[config.mk]
export PLATFORM = sky130hd
export DESIGN_NAME = sds_isqrt
export DESIGN_NICKNAME = d
export VERILOG_FILES = /design/src/sv/sds_pkg.sv /design/src/sv/sds_isqrt.sv
export SDC_FILE = /design/constraint.sdc
export NUM_CORES = 1
export LEC_CHECK = 0
export BUFFER_PORTS_ARGS = -buffer_cell sky130_fd_sc_hd__buf_4
export CORE_MARGIN = 2
export CORE_UTILIZATION = 55
export DETAILED_ROUTE_END_ITERATION = 6
export PLACE_DENSITY = 0.79
export SYNTH_ARGS = -nofsm -noshare
export SYNTH_HDL_FRONTEND = slang
export SYNTH_SLANG_ARGS = --single-unit
[constraint.sdc]
create_clock -name clk_i -period 2.6 [get_ports clk_i]
set_input_delay 0.26 -clock clk_i [delete_from_list [all_inputs] [get_ports clk_i]]
set_output_delay 0.26 -clock clk_i [all_outputs]
set_load 0.01 [all_outputs]
[src/sv/sds_pkg.sv]
// ----------------------------------------------------------------------------
// sds_pkg
// widths, latencies, register codes and shared types of the stereo distance
// spatialiser
// ----------------------------------------------------------------------------
`default_nettype none

package sds_pkg;

  localparam int FRAC_BITS = 16;
  localparam int ROOT_BITS = 16;

  localparam int POS_W     = 15;
  localparam int RIGHT_W   = 18;
  localparam int GAIN_W    = 10;
  localparam int MASTER_W  = 8;
  localparam int VOL_W     = 9;
  localparam int CFG_W     = 18;
  localparam int CFG_IDX_W = 3;

  localparam int ONE     = 1 << FRAC_BITS;
  localparam int VOL_MAX = (1 << VOL_W) - 1;

  // offset, squared length, root and quotient widths
  localparam int D_W    = POS_W + 1;
  localparam int SQ_W   = 2 * D_W;
  localparam int ROOT_W = ROOT_BITS;
  localparam int Q_W    = FRAC_BITS + 1;
  localparam int N_W    = (Q_W + 1 > D_W) ? Q_W + 1 : D_W;

  // tail arithmetic widths
  localparam int P_W    = RIGHT_W + N_W;
  localparam int DOT_W  = P_W - FRAC_BITS + 2;
  localparam int DIST_W = ROOT_W + GAIN_W;
  localparam int ATT_W  = DIST_W + 2;
  localparam int PS_W   = DOT_W + 1;
  localparam int SC_W   = ATT_W + PS_W - FRAC_BITS;
  localparam int VM_W   = MASTER_W + 1 + SC_W - FRAC_BITS;

  // pipeline depths
  localparam int FRONT_LAT = 3;
  localparam int DIV_LAT   = Q_W + 1;
  localparam int MIX_LAT   = 4;
  localparam int PIPE_LAT  = FRONT_LAT + ROOT_BITS + DIV_LAT + MIX_LAT + 1;

  typedef enum logic [CFG_IDX_W-1:0] {
    CFG_LISTENER_X,
    CFG_LISTENER_Y,
    CFG_LISTENER_Z,
    CFG_RIGHT_X,
    CFG_RIGHT_Y,
    CFG_RIGHT_Z
  } cfg_idx_e;

  typedef struct packed {
    logic signed [D_W-1:0]  dx;
    logic signed [D_W-1:0]  dy;
    logic signed [D_W-1:0]  dz;
    logic [GAIN_W-1:0]      gain;
    logic [MASTER_W-1:0]    master;
  } sds_side_t;

  typedef struct packed {
    sds_side_t           side;
    logic [ROOT_W-1:0]   len;
  } sds_norm_t;

endpackage

`default_nettype wire

[src/sv/sds_isqrt.sv]
// ----------------------------------------------------------------------------
// sds_isqrt
// pipelined bitwise integer square root, one root bit per stage
// ----------------------------------------------------------------------------
`default_nettype none

module sds_isqrt (
  input  wire logic                        clk_i,
  input  wire logic                        en_i,
  input  wire logic [sds_pkg::SQ_W-1:0]    val_i,
  output      logic [sds_pkg::ROOT_W-1:0]  root_o
);
  import sds_pkg::*;

  localparam int T_W = SQ_W + 2;

  logic [ROOT_W-1:0] g_q [ROOT_BITS];
  logic [SQ_W-1:0]   v_q [ROOT_BITS];

  for (genvar s = 0; s < ROOT_BITS; s++) begin : g_stage
    localparam int K = ROOT_BITS - 1 - s;
    logic [ROOT_W-1:0] g_in;
    logic [SQ_W-1:0]   v_in;
    logic [T_W-1:0]    t;
    logic              take;

    if (s == 0) begin : g_first
      assign g_in = '0;
      assign v_in = val_i;
    end else begin : g_next
      assign g_in = g_q[s-1];
      assign v_in = v_q[s-1];
    end

    assign t    = (T_W'(g_in) << (K + 1)) + (T_W'(1) << (2 * K));
    assign take = T_W'(v_in) >= t;

    always_ff @(posedge clk_i) begin
      if (en_i) begin
        g_q[s] <= take ? (g_in | (ROOT_W'(1) << K)) : g_in;
        v_q[s] <= take ? (v_in - t[SQ_W-1:0]) : v_in;
      end
    end
  end

  assign root_o = g_q[ROOT_BITS-1];

endmodule

`default_nettype wire

==> metrics.txt, run 1 <==
Slowest-stage cell, CP=edfxtp_1; share of cells above drive strength 1=about a third; Post-Syn Area per Cell=between 10 and 15 sq um; core box area=~0.053 sq mm; hold depth=2; Routed WL=between 70 and 80 mm; crit start category=flop; Crit. End Element=flop; cell taking the most area after synthesis=edfxtp_1; worst-path fanout max=7; worst setup path endpoint=v_q[1][220]; Synth area leaders=edfxtp_1 63%, ha_1 6.4%, xnor2_1 3.2%, xor2_1 2.8%, a21oi_1 2.5%; Initial DRT Pass Iterations=5; Max Slew Vio Count=0; io pins=50; nets@finish=2,979; worst r2r dst=v_q[1][220]; switching power=between 0.008 and 0.009 W; Overall Global Routing Usage=between 20% and 30%; Worst Setup SP=v_q[1][167]; Inserted Clock Buffers=60; most frequent cells in the layout=616 x edfxtp_1, 419 x buf_4, 173 x inv_1; Worst Reg-to-Reg Cells=11; Mapped Cells=~2,300; period utilization=107%; dpl ws=-0.602 ns; Required @ worst endpoint=between 2 and 3 ns; Slew @ Worst Pin=0.705 ns; Rows=between 80 and 90; first-pass GRT wire length=110 mm; Cell Int Power=about 0.021 W; R2R Setup Slk=-0.19 ns; Critical R2R Launch=v_q[1][167]; Post-Synth Simple-Gate Area=a little under an eighth; drc violations=0; pwr/cell area=769 mW/mm^2; yosys warns=0; xor and xnor area share after synthesis=approximately 6%; critical-path cell list=ha_4, buf_6, and4_1, nand4_1, a311o_1, o211ai_1, buf_4, buf_12, nand2_8, nor4_4, xor2_1; Initial Util=55.7%; CTS clk-pin slew, worst paths=~0.07 ns; Root Driver=clkbuf_16; Adder-Cell Fraction of Synth Area=approximately 6.4%; final setup margin=-0.185 ns; Fmax achieved=about 360 MHz; max-cap violation count=0; largest net degree at the start of global routing=around 120; RSZ-0062 raised after global routing=true; Post-synth EDFFs=between 600 and 700; Final Total Pwr=approximately 0.030 W; setup_tns=-4.86 ns; port buffer count=49; Async S/R FF share, synth=0%; H-tree depth=2; Lkg Pwr=between 10 and 15 nW; Tmin final=around 2.8 ns; FF+latch count, synth=about 620; Routed Antenna Nets=0; Mapped Nets=approximately 2,500; Clock Power Share=between 30% and 40%; gpl congestion=around 0.9; clk sinks=616; Die ar.=around 0.055 sq mm; arrival time at the worst endpoint=roughly 3.2 ns; WL per Instance=about 21 um; final number of setup-violating endpoints=76; Die Wd=between 200 and 250 um; Worst-Skew Late Latency=between 0.6 and 0.7 ns; Yosys top cell area share=a little over three fifths; post-DP HPWL=between 40 and 50 mm; post-synthesis compound-gate area fraction=between 8 and 9%; final hold vios=0; failing checks=negative setup slack; most used flip-flop cell after synthesis=edfxtp_1; slew margin rel.=a little over half; Layout Area Growth over Synthesis=32.3%; Via density=5.92; Mapped Area=just under 0.03 sq mm; 1st-iter DRT viols=around 1,400; Netlist cell types=75; Seq/Total Area, Yosys=roughly 63%; mux cell area share after synthesis=less than 1%; Remaining Overflow, GRT=0; Crit Path Class=reg -> reg; vias=around 21,000; slowest stage delay, CP=about 0.48 ns; Sw Ratio=approximately 29%; Die Y=235 um; Longest Clk Path Bufs=3; Hold Path Class=in -> reg; status=complete, but fails checks; CTS tree=done; clock skew=0.0843 ns; Seq pwr share=between 40 and 50%; combinational share of power=a little under a quarter; Ant. Diodes=0; main combinational cell family by area after synthesis=simple AND/OR/NAND/NOR gates; vias in the first global route=21,631; Max VDD drop=770 uV; initial antenna violation count=0; leading cell type in the layout, fill and taps excluded=edfxtp_1
Yosys cell counts, types with 8 or more instances:
cell type / number
xor2_1: 94
buf_4: 16
o211ai_1: 11
o21a_1: 27
o21bai_1: 9
nor3_1: 62
o31ai_1: 15
nand3b_1: 9
edfxtp_1: 616
nor2b_1: 24
a21oi_1: 147
nor2_1: 158
nand2b_1: 30
o21ai_0: 83
nand3_1: 34
xnor2_1: 107
a211oi_1: 9
or3_1: 30
or4_1: 25
and2_1: 13
nand4b_1: 10
nor4b_1: 17
mux2_2: 12
clkbuf_1: 25
nand2_1: 103
nor4_1: 69
inv_1: 184
a21o_1: 23
a31oi_1: 8
ha_1: 150
nand4_1: 31
flip-flops by register name, indices dropped and copies added (netlist names):
signal	count
g_q	136
v_q	480
worst max-delay path: cells and delay by family, from the launching register on:
kind	cells	cell delay, ns
adders and majority gates	1	0.33
and+or+nand+nor	4	0.65
AOI/OAI and AO/OA	2	0.43
buffers and inverters	3	0.47
DFF	1	0.48
xor gates and xnor gates	1	0.10
layer usage:
layer / GRT usage [%] / vias to the layer above / part of all wire (%)
met5: 0 / - / 0
met4: 14.0 / 0 / 6.4
met3: 3.45 / 333 / 4.6
met2: 50.3 / 808 / 57
met1: 23.9 / 10235 / 32
li1: - / 9548 / -
layout make-up:
cell class                      count  area [sq um]
Clock buffer                       69          1540
Clock inverter                     43           586
Fill cell                        2968         13800
Inverter                          186           711
Multi-Input combinational cell   1423         12200
Sequential cell                   616         18500
Tap cell                          688           861
Timing Repair Buffer              505          4290
Timing Repair inverter              3          33.8
worst min-delay path by stage:
stage,from,end
after detailed placement,v_q[0][192],v_q[0][224]
after CTS,val_i[16],v_q[0][16]
after floorplan,val_i[0],v_q[0][0]
after global placement,v_q[0][225],v_q[1][1]
final,val_i[12],v_q[0][12]
after global routing,val_i[19],v_q[0][19]
kinds of logic (layout without fill, tap and decap cells):
logic type / after synthesis / after routing
AOI/OAI and AO/OA: 390 / 391
adders and majority gates: 150 / 150
muxes: 25 / 25
and+or+nand+nor: 655 / 656
buffers and inverters: 236 / 806
xor gates and xnor gates: 201 / 201
DFF: 616 / 616
power groups by stage:
| stage | Sequential [W] | Clock, W | Combinational, W |
|---|---|---|---|
| finish | 0.0135 | 0.00936 | 0.00693 |
| global route | 0.0136 | 0.00982 | 0.00746 |
| CTS | 0.0134 | 0.00937 | 0.00599 |
| detailed placement | 0.0135 | 0 | 0.00542 |
| global placement | 0.0135 | 0 | 0.00521 |
| floorplan | 0.0133 | 0 | 0.00333 |
what timing repair did:
item	in CTS	in global routing
pin swaps	73	98
hold endpoints to repair	33	0
cloned	4	6
setup buffers	37	57
gates resized for setup	227	276
hold buffers	33	0
endpoints found under the setup margin	190	211
per-stage QoR:
stage	hold slack [ns]	util [%]	cell area, sq um	std cells
global route	0.292	73.7	38800	3533
finish	0.302	73.7	38800	3533
CTS	0.272	70.3	36900	3474
global placement	0.423	62.7	33000	3290
floorplan	0.359	-	29400	2273
detailed placement	0.431	62.7	33000	3290
Power figures use the tool's default switching activity.
==> run 2: changes to the inputs <==
--- a/config.mk
+++ b/config.mk
@@ -6,10 +6,12 @@
 export NUM_CORES = 1
 export LEC_CHECK = 0
 export BUFFER_PORTS_ARGS = -buffer_cell sky130_fd_sc_hd__buf_4
+export CELL_PAD_IN_SITES_DETAIL_PLACEMENT = 0
+export CELL_PAD_IN_SITES_GLOBAL_PLACEMENT = 2
 export CORE_MARGIN = 2
-export CORE_UTILIZATION = 55
+export CORE_UTILIZATION = 41
 export DETAILED_ROUTE_END_ITERATION = 6
-export PLACE_DENSITY = 0.79
+export PLACE_DENSITY = 0.82
 export SYNTH_ARGS = -nofsm -noshare
 export SYNTH_HDL_FRONTEND = slang
 export SYNTH_SLANG_ARGS = --single-unit
==> metrics.txt, run 2 (synthesis gave the netlist of run 1 again) <==
vias=19,491 (-6.8%); fin area=0.0387 sq mm (-0.20%); hold wc startpoint=en_i; Crit path max-delay family=compound AO/OA/AOI/OAI gates; area of the multi-input gates=0.0117 sq mm (-4.6%); crit start category=flop; max reg flops=480 (unchanged); FF/Latch Area=0.0185 sq mm (unchanged); Worst Reg-to-Reg Cells=10 (-1); drc violations=0 (unchanged); leading cell type in the layout, fill and taps excluded=edfxtp_1; Cell Int Power=0.0211 W (-0.90%); Critical Path Most Common Cell=buf_6; share of cells above drive strength 1=30.2% (-1.9 points); largest net degree at the start of global routing=85 (-29%); Initial DRT Pass Iterations=5 (unchanged); Max Slew Vio Count=0 (unchanged); Max VDD drop=566 uV (-27%); Routed Antenna Nets=0 (unchanged); slew margin rel.=46.8% (-5.8 points); Crit Path Class=reg -> reg; vias in the first global route=20,327 (-6.0%); Via density=5.10 (-14%); period utilization=105% (-2.4 points); final number of setup-violating endpoints=52 (-32%); gpl congestion=0.892 (-3.3%); worst r2r dst=v_q[1][124]; Die Wd=271 um (+16%); Worst-Skew Late Latency=0.62 ns (-0.07 ns); final hold vios=0 (unchanged); failing checks=negative setup slack; Die ar.=0.0736 sq mm (+34%); CTS clk-pin slew, worst paths=0.06 ns (about the same); port buffer count=49 (unchanged); initial antenna violation count=0 (unchanged); Routed WL=66.8 mm (-12%); pwr/cell area=756 mW/mm^2 (-1.6%); max-cap violation count=0 (unchanged); Layout Area Growth over Synthesis=32.1%; Longest Clk Path Bufs=3 (unchanged); arrival time at the worst endpoint=3.05 ns (-0.10 ns); WP buf/inv=3 (unchanged); Fmax achieved=367 MHz (+2.2%); first-pass GRT wire length=105 mm (-4.4%); CTS tree=done; Required @ worst endpoint=2.93 ns (-0.03 ns); placed inst area=0.0337 sq mm (+2.4%); placed insts=3,603 (+9.5%); Ant. Diodes=0 (unchanged); worst hold path endpoint=g_q[0][121]; Sw Ratio=27.9% (-0.66 points); Die Y=271 um (+16%); Slew @ Worst Pin=0.791 ns (+0.0860 ns); Overall Global Routing Usage=17.8% (-7.2 points); Remaining Overflow, GRT=0 (unchanged); Largest regs=v_q x480, g_q x136; 1st-iter DRT viols=1,045 (-26%); Clock Power Share=31.9% (+0.5 points); Rows=97 (+15%); critical-path cell list=ha_4, buf_6, nand4_1, nor4_4, buf_4, a311oi_2, o31a_1, buf_6, a2111oi_4, xor2_1; RSZ-0062 raised after global routing=true; slowest stage delay, CP=0.44 ns (-0.04 ns); Tmin final=2.72 ns (-0.0613 ns); hold depth=1 (-1); Finished Layout Cells=3,822 (+8.2%); Seq pwr share=46.0% (+0.7 points); clock skew=0.0319 ns (-0.0524 ns); largest register by flop count=v_q; most frequent cells in the layout=616 x edfxtp_1, 465 x buf_4, 175 x inv_1; io pins=50 (unchanged); WL per Instance=17.5 um (-18%); Initial Util=41.6% (-14 points); Root Driver=clkbuf_16; worst-path fanout max=8 (+1); status=complete, but fails checks; R2R Setup Slk=-0.12 ns (+0.06 ns); Hold Path Class=in -> reg; Lkg Pwr=14.9 nW (about the same); final setup margin=-0.124 ns (+0.0613 ns); clk sinks=616 (unchanged); Hold WS=0.118 ns (-0.184 ns); H-tree depth=3 (+1); Slowest-stage cell, CP=edfxtp_1; switching power=0.00815 W (-4.1%); Crit. End Element=flop; combinational share of power=22.2% (-1.1 points); Inserted Clock Buffers=69 (+15%); Critical R2R Launch=v_q[1][75]; core box area=0.0704 sq mm (+34%); Fill cells=5,771 (+94%); nets@finish=3,018 (+1.3%); post-DP HPWL=48.0 mm (+4.6%)
==> run 2: cell types whose count changed in the layout (fill, tap and decap cells not counted), sizes merged <==
| cell | before | now |
|---|---|---|
| bufinv | 12 | 3 |
| dlygate4sd3 | 33 | 32 |
| buf | 469 | 507 |
| o21ai | 91 | 90 |
| clkinv | 30 | 26 |
| clkbuf | 72 | 84 |
| clkinvlp | 2 | 4 |
==> run 2: power by group through the flow <==
stage               Sequential (W)  Combinational (W)  Clock (W)
CTS                         0.0134            0.00598    0.00954
finish                      0.0134            0.00648    0.00932
floorplan                   0.0133            0.00333          0
global route                0.0136            0.00713    0.00996
detailed placement          0.0136            0.00558          0
global placement            0.0136            0.00550          0
==> run 2: how the worst max path moves through the flow <==
| stage | from | to | depth (start not counted) |
|---|---|---|---|
| floorplan | v_q[1][75] | v_q[1][124] | 8 |
| global placement | v_q[1][107] | v_q[1][158] | 10 |
| detailed placement | v_q[1][107] | v_q[1][156] | 10 |
| CTS | v_q[1][75] | v_q[1][124] | 8 |
| global route | v_q[1][121] | v_q[1][137] | 7 |
| finish | v_q[1][75] | v_q[1][124] | 10 |
==> run 2: stage by stage <==
step	util [%]	setup TNS [ns]	total power (W)	setup WS, ns
global placement	47.9	-25.94	0.0191	-0.551
detailed placement	47.9	-29.90	0.0192	-0.646
floorplan	-	-0.0978	0.0166	-0.0327
finish	54.9	-2.41	0.0293	-0.124
global route	54.9	-8.95	0.0307	-0.189
CTS	53.0	-1.55	0.0289	-0.133
==> run 2: cell type report <==
type / instances / area share [%]
Sequential cell: 616 / 47.8
Tap cell: 940 / 3.04
Inverter: 186 / 1.82
Clock buffer: 84 / 4.66
Multi-Input combinational cell: 1422 / 30.2
Clock inverter: 35 / 0.961
Timing Repair Buffer: 539 / 11.5
==> run 2: what timing repair did <==
item	CTS	global route
endpoints found under the hold margin	32	0
hold buffers	32	0
buffers inserted	25	46
endpoints found under the setup margin	148	193
pin swaps	38	73
cloned	3	0
resized for setup	167	195
==> run 2: worst reg2reg max path: cells and delay by family, from the launching register on <==
kind / cells / cell delay [ns]
buffers and inverters: 3 / 0.43
and+or+nand+nor: 2 / 0.46
AOI/OAI and AO/OA: 3 / 0.68
adders and majority gates: 1 / 0.32
xor gates and xnor gates: 1 / 0.11
DFF: 1 / 0.44
==> run 2: metal layers <==
metal | wire (um) | global-route usage, % | up-vias
met2 | 36200 | 33.9 | 267
met1 | 26500 | 20.0 | 9500
li1 | - | - | 9610
met4 | 2210 | 6.39 | 0
met5 | 0 | 0 | -
met3 | 1890 | 2.81 | 114
