$ cat config.mk
export PLATFORM = sky130hd
export DESIGN_NAME = sds_div
export DESIGN_NICKNAME = d
export VERILOG_FILES = /design/src/sv/sds_pkg.sv /design/src/sv/sds_div.sv
export SDC_FILE = /design/constraint.sdc
export NUM_CORES = 1
export LEC_CHECK = 0
export ABC_AREA = 1
export BUFFER_PORTS_ARGS = -buffer_cell sky130_fd_sc_hd__buf_2
export CORE_UTILIZATION = 40
export CTS_CLUSTER_SIZE = 10
export DETAILED_ROUTE_END_ITERATION = 10
export GPL_ROUTABILITY_DRIVEN = 0
export SLEW_MARGIN = 20
export SYNTH_ARGS = -nofsm -noshare
export SYNTH_HDL_FRONTEND = slang
export SYNTH_SLANG_ARGS = --single-unit
$ cat constraint.sdc
create_clock -name clk_i -period 2.73 [get_ports clk_i]
set_input_delay 0.4095 -clock clk_i [delete_from_list [all_inputs] [get_ports clk_i]]
set_output_delay 0.4095 -clock clk_i [all_outputs]
set_load 0.1 [all_outputs]
$ cat src/sv/sds_pkg.sv
// ----------------------------------------------------------------------------
// sds_pkg
// widths, latencies, register codes and shared types of the stereo distance
// spatialiser
// ----------------------------------------------------------------------------
`default_nettype none

package sds_pkg;

  localparam int FRAC_BITS = 16;
  localparam int ROOT_BITS = 16;

  localparam int POS_W     = 15;
  localparam int RIGHT_W   = 18;
  localparam int GAIN_W    = 10;
  localparam int MASTER_W  = 8;
  localparam int VOL_W     = 9;
  localparam int CFG_W     = 18;
  localparam int CFG_IDX_W = 3;

  localparam int ONE     = 1 << FRAC_BITS;
  localparam int VOL_MAX = (1 << VOL_W) - 1;

  // offset, squared length, root and quotient widths
  localparam int D_W    = POS_W + 1;
  localparam int SQ_W   = 2 * D_W;
  localparam int ROOT_W = ROOT_BITS;
  localparam int Q_W    = FRAC_BITS + 1;
  localparam int N_W    = (Q_W + 1 > D_W) ? Q_W + 1 : D_W;

  // tail arithmetic widths
  localparam int P_W    = RIGHT_W + N_W;
  localparam int DOT_W  = P_W - FRAC_BITS + 2;
  localparam int DIST_W = ROOT_W + GAIN_W;
  localparam int ATT_W  = DIST_W + 2;
  localparam int PS_W   = DOT_W + 1;
  localparam int SC_W   = ATT_W + PS_W - FRAC_BITS;
  localparam int VM_W   = MASTER_W + 1 + SC_W - FRAC_BITS;

  // pipeline depths
  localparam int FRONT_LAT = 3;
  localparam int DIV_LAT   = Q_W + 1;
  localparam int MIX_LAT   = 4;
  localparam int PIPE_LAT  = FRONT_LAT + ROOT_BITS + DIV_LAT + MIX_LAT + 1;

  typedef enum logic [CFG_IDX_W-1:0] {
    CFG_LISTENER_X,
    CFG_LISTENER_Y,
    CFG_LISTENER_Z,
    CFG_RIGHT_X,
    CFG_RIGHT_Y,
    CFG_RIGHT_Z
  } cfg_idx_e;

  typedef struct packed {
    logic signed [D_W-1:0]  dx;
    logic signed [D_W-1:0]  dy;
    logic signed [D_W-1:0]  dz;
    logic [GAIN_W-1:0]      gain;
    logic [MASTER_W-1:0]    master;
  } sds_side_t;

  typedef struct packed {
    sds_side_t           side;
    logic [ROOT_W-1:0]   len;
  } sds_norm_t;

endpackage

`default_nettype wire

$ cat src/sv/sds_div.sv
// ----------------------------------------------------------------------------
// sds_div
// pipelined restoring divider, offset scaled to Q16 over the length,
// truncating toward zero
// ----------------------------------------------------------------------------
`default_nettype none

module sds_div (
  input  wire logic                              clk_i,
  input  wire logic                              en_i,
  input  wire logic [sds_pkg::D_W-1:0]           mag_i,
  input  wire logic                              neg_i,
  input  wire logic [sds_pkg::ROOT_W-1:0]        den_i,
  output      logic signed [sds_pkg::N_W-1:0]    quo_o
);
  import sds_pkg::*;

  logic [ROOT_W-1:0] r_q   [Q_W];
  logic [Q_W-1:0]    q_q   [Q_W];
  logic [ROOT_W-1:0] den_q [Q_W];
  logic              neg_q [Q_W];
  logic signed [N_W-1:0] quo_q;

  for (genvar s = 0; s < Q_W; s++) begin : g_stage
    logic [ROOT_W:0]   trial;
    logic [ROOT_W-1:0] den_in;
    logic [Q_W-1:0]    q_in;
    logic              neg_in;
    logic              take;

    if (s == 0) begin : g_first
      assign trial  = (ROOT_W+1)'(mag_i);
      assign den_in = den_i;
      assign q_in   = '0;
      assign neg_in = neg_i;
    end else begin : g_next
      assign trial  = {r_q[s-1], 1'b0};
      assign den_in = den_q[s-1];
      assign q_in   = q_q[s-1];
      assign neg_in = neg_q[s-1];
    end

    assign take = trial >= {1'b0, den_in};

    always_ff @(posedge clk_i) begin
      if (en_i) begin
        r_q[s]   <= take ? ROOT_W'(trial - {1'b0, den_in}) : ROOT_W'(trial);
        q_q[s]   <= {q_in[Q_W-2:0], take};
        den_q[s] <= den_in;
        neg_q[s] <= neg_in;
      end
    end
  end

  always_ff @(posedge clk_i) begin
    if (en_i) begin
      quo_q <= neg_q[Q_W-1] ? -$signed(N_W'(q_q[Q_W-1])) : $signed(N_W'(q_q[Q_W-1]));
    end
  end

  assign quo_o = quo_q;

endmodule

`default_nettype wire

==> out/metrics.yaml, run 1 <==
rows: 119
crit_path_start_kind: "register"
grt_overflow_total: 0
irDropWorstVdd_v: 0.000579
tritoncts: "done"
clock-root-buffer: "clkbuf_16"
fin_crit_ns: 2.34
yosys_register_bits: 700
routed_wl_mm: 98.1
whs_ns: 0.0503
final_cell_mix: "nand2_1 (1855), inv_1 (912), edfxtp_1 (700)"
cts_buffers: 86
synth_nets: 5322
clockBufferDepth: 3
cpMaxStageDelayCell: "edfxtp_1"
antenna_found_initial: 0
htreeDepth: 3
yosys_warnings: 0
drive_gt1_share_pct: 6.60
pin_count: 53
fill_cells: 10200
ys_seq_area_share_pct: 49.5
hold_path_class: "in -> reg"
dp.cells: 6423
coreArea_um2: 105000
post_drt_wl_per_cell_um: 14.9
syn_area_um2: 42500
clock_sinks: 700
die_h_um: 328
floorplan.initialDensity_pct: 40.4
finalSetupViolCount: 0
hpwlAfterDp_mm: 75.9
fmax_mhz: 428
tightest_slew_ns: 0.537
arrival_ns: 2.72
critPathMaxStageDelay_ns: 0.43
finalCritPeriodShare_pct: 85.5
slew_viol_final: 0
dp_slack_ns: 0.376
fin_skew_ns: 0.0386
timing.final.ws_setup_ns: 0.395
grt_pass1_vias: 29900
max_cap_violations: 0
drcViolationCount: 0
status: "finished clean"
slew_headroom_pct: 64.2
grt_pass1_wl_mm: 158
finalHoldViolCount: 0
first_pass_iters: 5
grt_max_degree: 99
clk_latency_ns: 0.67
clkTransAtPathRegs_ns: 0.05
synth_cell_types: 41
first_iter_violations: 2268
syn_inst: 4999
leakagePower_nw: 23.0
cp_cell_sequence: "inv_1, ha_1, nand2_1, nand2_1, nand2_1, nand2_1, inv_1, nand3_2, nand2_2, nand2_4, nand3_1, nand2_1"
num_vias: 31100
port_buffers: 52
fp.dieW_um: 328
nets: 5462
crit_top_cell: "nand2_1"
p_per_area_nw_per_um2: 1040
r2r_cells: 12
grt_usage_pct: 18.4
ctsResizeCount: 0
rsz0062_at_grt: "no"
stdcell_count: 6569
min_delay_path_depth: 3
final_antenna_net_count: 0
worst_setup_path_end_kind: "register"
worstSetupPathType: "reg -> reg"
critPathMaxFanout: 17
syn_to_final_growth_pct: 10.9
final_common_cell: "nand2_1"
cp.required_ns: 3.11
die_area_um2: 108000
viasPerCell: 4.74
setup_tns_ns: 0
num_antenna_cells: 0
syn_avg_cell_area_um2: 8.50
path summary, 6_finish.rpt:
| check | startpoint | end | slack (ns) |
|---|---|---|---|
| hold / removal | mag_i[2] | r_q[0][2] | 0.05 |
| setup / recovery | den_q[0][150] | r_q[0][170] | 0.39 |
| setup reg to reg | den_q[0][150] | r_q[0][170] | 0.39 |
| hold reg to reg | q_q[0][189] | q_q[0][207] | 0.41 |
worst max-delay path, delay by kind of cell (launching register included):
family,cells,cell delay [ns]
buffers and inverters,2,0.19
and+or+nand+nor,9,1.17
adders and majority gates,1,0.27
DFF,1,0.43
per-stage QoR:
stage / util (%) / instance area, um^2 / total power [mW]
after floorplan: - / 42500 / 33.2
after global placement: 42.2 / 44400 / 38.4
after detailed placement: 42.2 / 44400 / 38.6
after CTS: 44.8 / 47100 / 49.3
after global routing: 44.8 / 47100 / 53.0
final: 44.8 / 47100 / 49.0
cell families (layout without fill, tap and decap cells):
family                   count (synthesis)  count (layout)  synth area share [%]
buffers and inverters                  977            1156                  9.31
AND/OR/NAND/NOR                       2721            2721                  27.7
flip-flops                             700             700                  49.5
adder cells (fa/ha/maj)                288             288                  8.76
XOR/XNOR                               122             122                  2.51
AO/OA/AOI/OAI                          191             191                  2.28
power breakdown:
| part | switching [mW] | internal (mW) |
|---|---|---|
| clock | 4.39 | 6.06 |
| sequential | 1.61 | 15.4 |
| combinational | 14.1 | 7.41 |
cell usage after synthesis:
| cell | count | share of area, % |
|---|---|---|
| inv_1 | 912 | 8.1 |
| fa_1 | 16 | 0.75 |
| clkbuf_2 | 4 | 0.047 |
| and2_1 | 51 | 0.75 |
| o211ai_1 | 1 | 0.018 |
| nand2_2 | 29 | 0.43 |
| nor2_4 | 2 | 0.053 |
| xor2_1 | 81 | 1.7 |
| nand4_1 | 71 | 1.0 |
| buf_8 | 1 | 0.035 |
| buf_6 | 28 | 0.74 |
| a21oi_1 | 159 | 1.9 |
| nor3b_1 | 1 | 0.018 |
| or2_2 | 9 | 0.13 |
| clkbuf_1 | 2 | 0.018 |
| and3_1 | 1 | 0.015 |
| o21ai_0 | 27 | 0.32 |
| a21oi_2 | 1 | 0.021 |
| buf_4 | 1 | 0.018 |
| nor4_4 | 1 | 0.050 |
| xnor2_1 | 41 | 0.84 |
| o21bai_1 | 1 | 0.018 |
| nand3_2 | 22 | 0.52 |
| a21o_1 | 1 | 0.018 |
| inv_2 | 1 | 0.0088 |
| nand2_4 | 16 | 0.42 |
| nand2_1 | 1855 | 16 |
| nor3_2 | 12 | 0.28 |
| nand3b_1 | 54 | 0.95 |
| nor2_2 | 48 | 0.71 |
| inv_4 | 13 | 0.19 |
| or2_1 | 13 | 0.19 |
| nor3_1 | 31 | 0.37 |
| ha_1 | 272 | 8.0 |
| buf_2 | 14 | 0.16 |
| or2_0 | 2 | 0.029 |
| nand3_1 | 297 | 3.5 |
| clkbuf_8 | 1 | 0.032 |
| edfxtp_1 | 700 | 49 |
| o21ai_2 | 1 | 0.021 |
| nor2_1 | 206 | 1.8 |
final cells by class:
| type | instances | area (um^2) | share of cell area [%] |
|---|---|---|---|
| Sequential cell | 700 | 21000 | 44.6 |
| Multi-Input combinational cell | 3322 | 17500 | 37.2 |
| Inverter | 926 | 3510 | 7.44 |
| Clock buffer | 98 | 2220 | 4.71 |
| Tap cell | 1391 | 1740 | 3.69 |
| Timing Repair Buffer | 103 | 826 | 1.75 |
| Clock inverter | 29 | 310 | 0.658 |
per-layer routing:
metal	part of all wire (%)	global-route usage (%)	up-vias
li1	-	-	16200
met4	2.3	5.04	0
met5	0	0	-
met2	46	30.4	638
met1	47	25.5	14200
met3	3.8	2.28	148
state kept, by name, indices dropped and copies added, names as in the netlist:
register	cells
neg_q	17
r_q	256
den_q	256
q_q	153
quo_o	18
what timing repair did:
action / in CTS / in global routing
hold buffers: 19 / 0
hold endpoints to repair: 19 / 0
buffers inserted: 0 / 0
No activity file was read; power rests on OpenSTA's default activity.
==> run 2, diff against run 1 <==
Settings changed: ABC_AREA 1 to not set, ABC_CLOCK_PERIOD_IN_PS set to 2730.
==> out/metrics.yaml, run 2 <==
viasPerCell: 5.07  # was 4.74
cts_buffers: 83  # was 86
combPwrFrac_pct: 50.4  # was 44.0%
crit_top_cell: "o31a_1"  # was nand2_1
num_vias: 24500  # was 31100
fin_util_pct: 51.3  # was 44.8%
worst_setup_path_end_kind: "register"  # unchanged
cp_cell_sequence: "ha_1, nor2b_4, o31a_1, o31a_1, o41ai_4, o21ai_2, o2111ai_2, nand2_2, buf_12, mux2_4"  # was inv_1, ha_1, nand2_1, nand2_1, nand2_1, nand2_1, inv_1, nand3_2, nand2_2, nand2_4, nand3_1, nand2_1
tritoncts: "done"  # unchanged
post_drt_wl_per_cell_um: 16.5  # was 14.9 um
syn_inst: 3030  # was 4999
net-switching-power_mw: 18.5  # was 20.1 mW
clockBufferDepth: 3  # unchanged
pin_count: 53  # unchanged
final_cell_mix: "edfxtp_1 (700), buf_4 (409), inv_1 (321)"  # was nand2_1 (1855), inv_1 (912), edfxtp_1 (700)
fin_skew_ns: 0.0285  # was 0.0386 ns
finalHoldViolCount: 0  # unchanged
crit_path_start_kind: "register"  # unchanged
wl_met1_mm: 35.7  # was 46.5 mm
rsz0062_at_grt: "yes"  # was no
grt_usage_pct: 16.6  # was 18.4%
critPathMaxFanout: 11  # was 17
fmax_mhz: 346  # was 428 MHz
grt_overflow_total: 0  # unchanged
synth-edff-count: 700  # unchanged
hold_path_class: "in -> reg"  # unchanged
synth_top_area_cell: "edfxtp_1"  # unchanged
num_antenna_cells: 0  # unchanged
first_pass_iters: 7  # was 5
irDropWorstVdd_v: 0.000596  # was 0.000579 V
cpMaxStageDelayCell: "edfxtp_1"  # unchanged
cp.required_ns: 3.09  # was 3.11 ns
antenna_found_initial: 0  # unchanged
synthTopCellsByCount: "edfxtp_1 (700), inv_1 (346), ha_1 (272)"  # was nand2_1 (1855), inv_1 (912), edfxtp_1 (700)
clock-root-buffer: "clkbuf_16"  # unchanged
yosys_register_bits: 700  # unchanged
clock_sinks: 700  # unchanged
coreArea_um2: 91500  # was 105000 um^2
synth.area.top_cells: "edfxtp_1 (57%), ha_1 (9.2%), mux2_2 (3.6%)"  # was edfxtp_1 (49%), nand2_1 (16%), inv_1 (8.1%)
first_iter_violations: 1314  # was 2268
final_antenna_net_count: 0  # unchanged
yosysMostFrequentCell: "edfxtp_1"  # was nand2_1
total_power_mw: 54.6  # was 49.0 mW
critPathMaxStageDelay_ns: 0.39  # was 0.43 ns
synth_cell_types: 71  # was 41
leakagePower_nw: 19.4  # was 23.0 nW
die_area_um2: 93500  # was 108000 um^2
drcViolationCount: 0  # unchanged
ys_seq_area_share_pct: 56.9  # was 49.5%
max_cap_violations: 0  # unchanged
final_common_cell: "edfxtp_1"  # was nand2_1
async_flop_share_pct: 0  # unchanged
slew_headroom_pct: 60.8  # was 64.2%
floorplan.initialDensity_pct: 40.3  # was 40.4%
syn_area_um2: 36900  # was 42500 um^2
timing.final.ws_setup_ns: -0.162  # was 0.395 ns
grt_pass1_wl_mm: 125  # was 158 mm
p_per_area_nw_per_um2: 1160  # was 1040 nW/um^2
nets: 3942  # was 5462
reg_top3: "den_q: 256 flops, r_q: 256 flops, q_q: 153 flops"  # unchanged
synth_flop_cell: "edfxtp_1"  # unchanged
syn_avg_cell_area_um2: 12.2  # was 8.50 um^2
hpwlAfterDp_mm: 56.9  # was 75.9 mm
grt_pass1_vias: 24100  # was 29900
clkPwrFrac_pct: 17.7  # was 21.3%
grt_max_degree: 87  # was 99
drive_gt1_share_pct: 28.1  # was 6.60%
rows: 111  # was 119
fp.dieW_um: 306  # was 328 um
clk_latency_ns: 0.63  # was 0.67 ns
port_buffers: 52  # unchanged
internal_power_mw: 36.1  # was 28.9 mW
netSwitchingFraction_pct: 33.9  # was 41.1%
worstSetupPathType: "reg -> reg"  # unchanged
yosys.area.top_type_share_pct: 56.9  # was 49.5%
wl_met3_mm: 2.61  # was 3.74 mm
die_h_um: 306  # was 328 um
wl_met2_mm: 39.6  # was 45.5 mm
slew_viol_final: 0  # unchanged
seq_power_share_pct: 32.0  # was 34.7%
yosys_warnings: 0  # unchanged
finalCritPeriodShare_pct: 106  # was 85.5%
tightest_slew_ns: 0.589  # was 0.537 ns
top_layer: "met4"  # unchanged
whs_ns: 0.0790  # was 0.0503 ns
setup_tns_ns: -3.94  # was 0 ns
status: "finished, violations left"  # was finished clean
synth_nets: 3353  # was 5322
arrival_ns: 3.25  # was 2.72 ns
routed_wl_mm: 79.9  # was 98.1 mm
violations: "negative setup slack"
htreeDepth: 3  # unchanged
clkTransAtPathRegs_ns: 0.05  # about the same
syn_to_final_growth_pct: 27.1  # was 10.9%
fin_crit_ns: 2.89  # was 2.34 ns
finalSetupViolCount: 61  # was 0
[run 2: cell types whose count changed after synthesis, moves of 48 or more]
cell,previous run,this run
nand3_1,297,26
inv_1,912,346
nand2_1,1855,138
mux2_2,0,119
nor2_2,48,0
o21ai_0,27,159
nand3b_1,54,2
nor2b_1,0,52
o21a_1,0,53
a21o_1,1,65
xnor2_1,41,115
[run 2: final cells by class]
type                            instances  area (um^2)
Inverter                              346         1300
Clock inverter                         16          104
Clock buffer                          100         2180
Fill cell                            7861        44600
Multi-Input combinational cell       1948        16300
Tap cell                             1186         1480
Timing Repair Buffer                  540         4520
Sequential cell                       700        21000
[run 2: logic make-up (layout without fill, tap and decap cells)]
kind of cell / after synthesis / in the layout / synth area share [%]
buffers and inverters: 383 / 1002 / 3.97
adders and majority gates: 288 / 288 / 10.1
DFF: 700 / 700 / 56.9
muxes: 135 / 135 / 4.17
and+or+nand+nor: 670 / 670 / 8.82
AOI/OAI and AO/OA: 678 / 679 / 11.8
xor gates and xnor gates: 176 / 176 / 4.18
[run 2: power groups by stage]
| stage | Clock, mW | Combinational, mW | Sequential (mW) |
|---|---|---|---|
| global placement | 0 | 22.3 | 17.5 |
| global route | 10.3 | 30.1 | 17.7 |
| floorplan | 0 | 15.5 | 17.0 |
| detailed placement | 0 | 22.5 | 17.5 |
| CTS | 9.97 | 24.7 | 17.4 |
| finish | 9.66 | 27.5 | 17.5 |
[run 2: final timing paths]
check                            startpoint           to  slack [ns]  depth (start not counted)
worst max-delay path            r_q[0][144]  r_q[0][167]       -0.16                         10
worst min-delay path               den_i[0]  den_q[0][0]        0.08                          2
worst max register to register  r_q[0][144]  r_q[0][167]       -0.16                         10
worst min register to register  q_q[0][244]  q_q[0][262]        0.40                          0
[run 2: metrics by stage]
stage	area [um^2]	instances	setup WS, ns
after global placement	41800	4604	-0.446
final	46900	4836	-0.162
after global routing	46900	4836	-0.259
after CTS	45300	4790	-0.144
after detailed placement	41800	4604	-0.422
after floorplan	37100	3030	-0.0460
[run 2: routing by layer]
layer | vias up | track usage (%)
li1 | 12300 | -
met5 | - | 0
met2 | 373 | 28.9
met1 | 11700 | 21.3
met4 | 0 | 5.10
met3 | 129 | 2.37
[run 2: critical path: cells and delay by family (launching register included)]
kind,cells,cell delay (ns)
simple gates,2,0.26
fa+ha+maj,1,0.33
buf+inv,1,0.19
flops,1,0.39
mux,1,0.29
compound gates,5,1.17
[run 2: timing repair]
action | CTS | global route
buffers inserted | 51 | 55
gates resized for setup | 141 | 324
gates cloned | 6 | 5
hold buffers | 15 | 0
pin swaps | 48 | 103
setup endpoints to repair | 165 | 225
hold endpoints to repair | 15 | 0
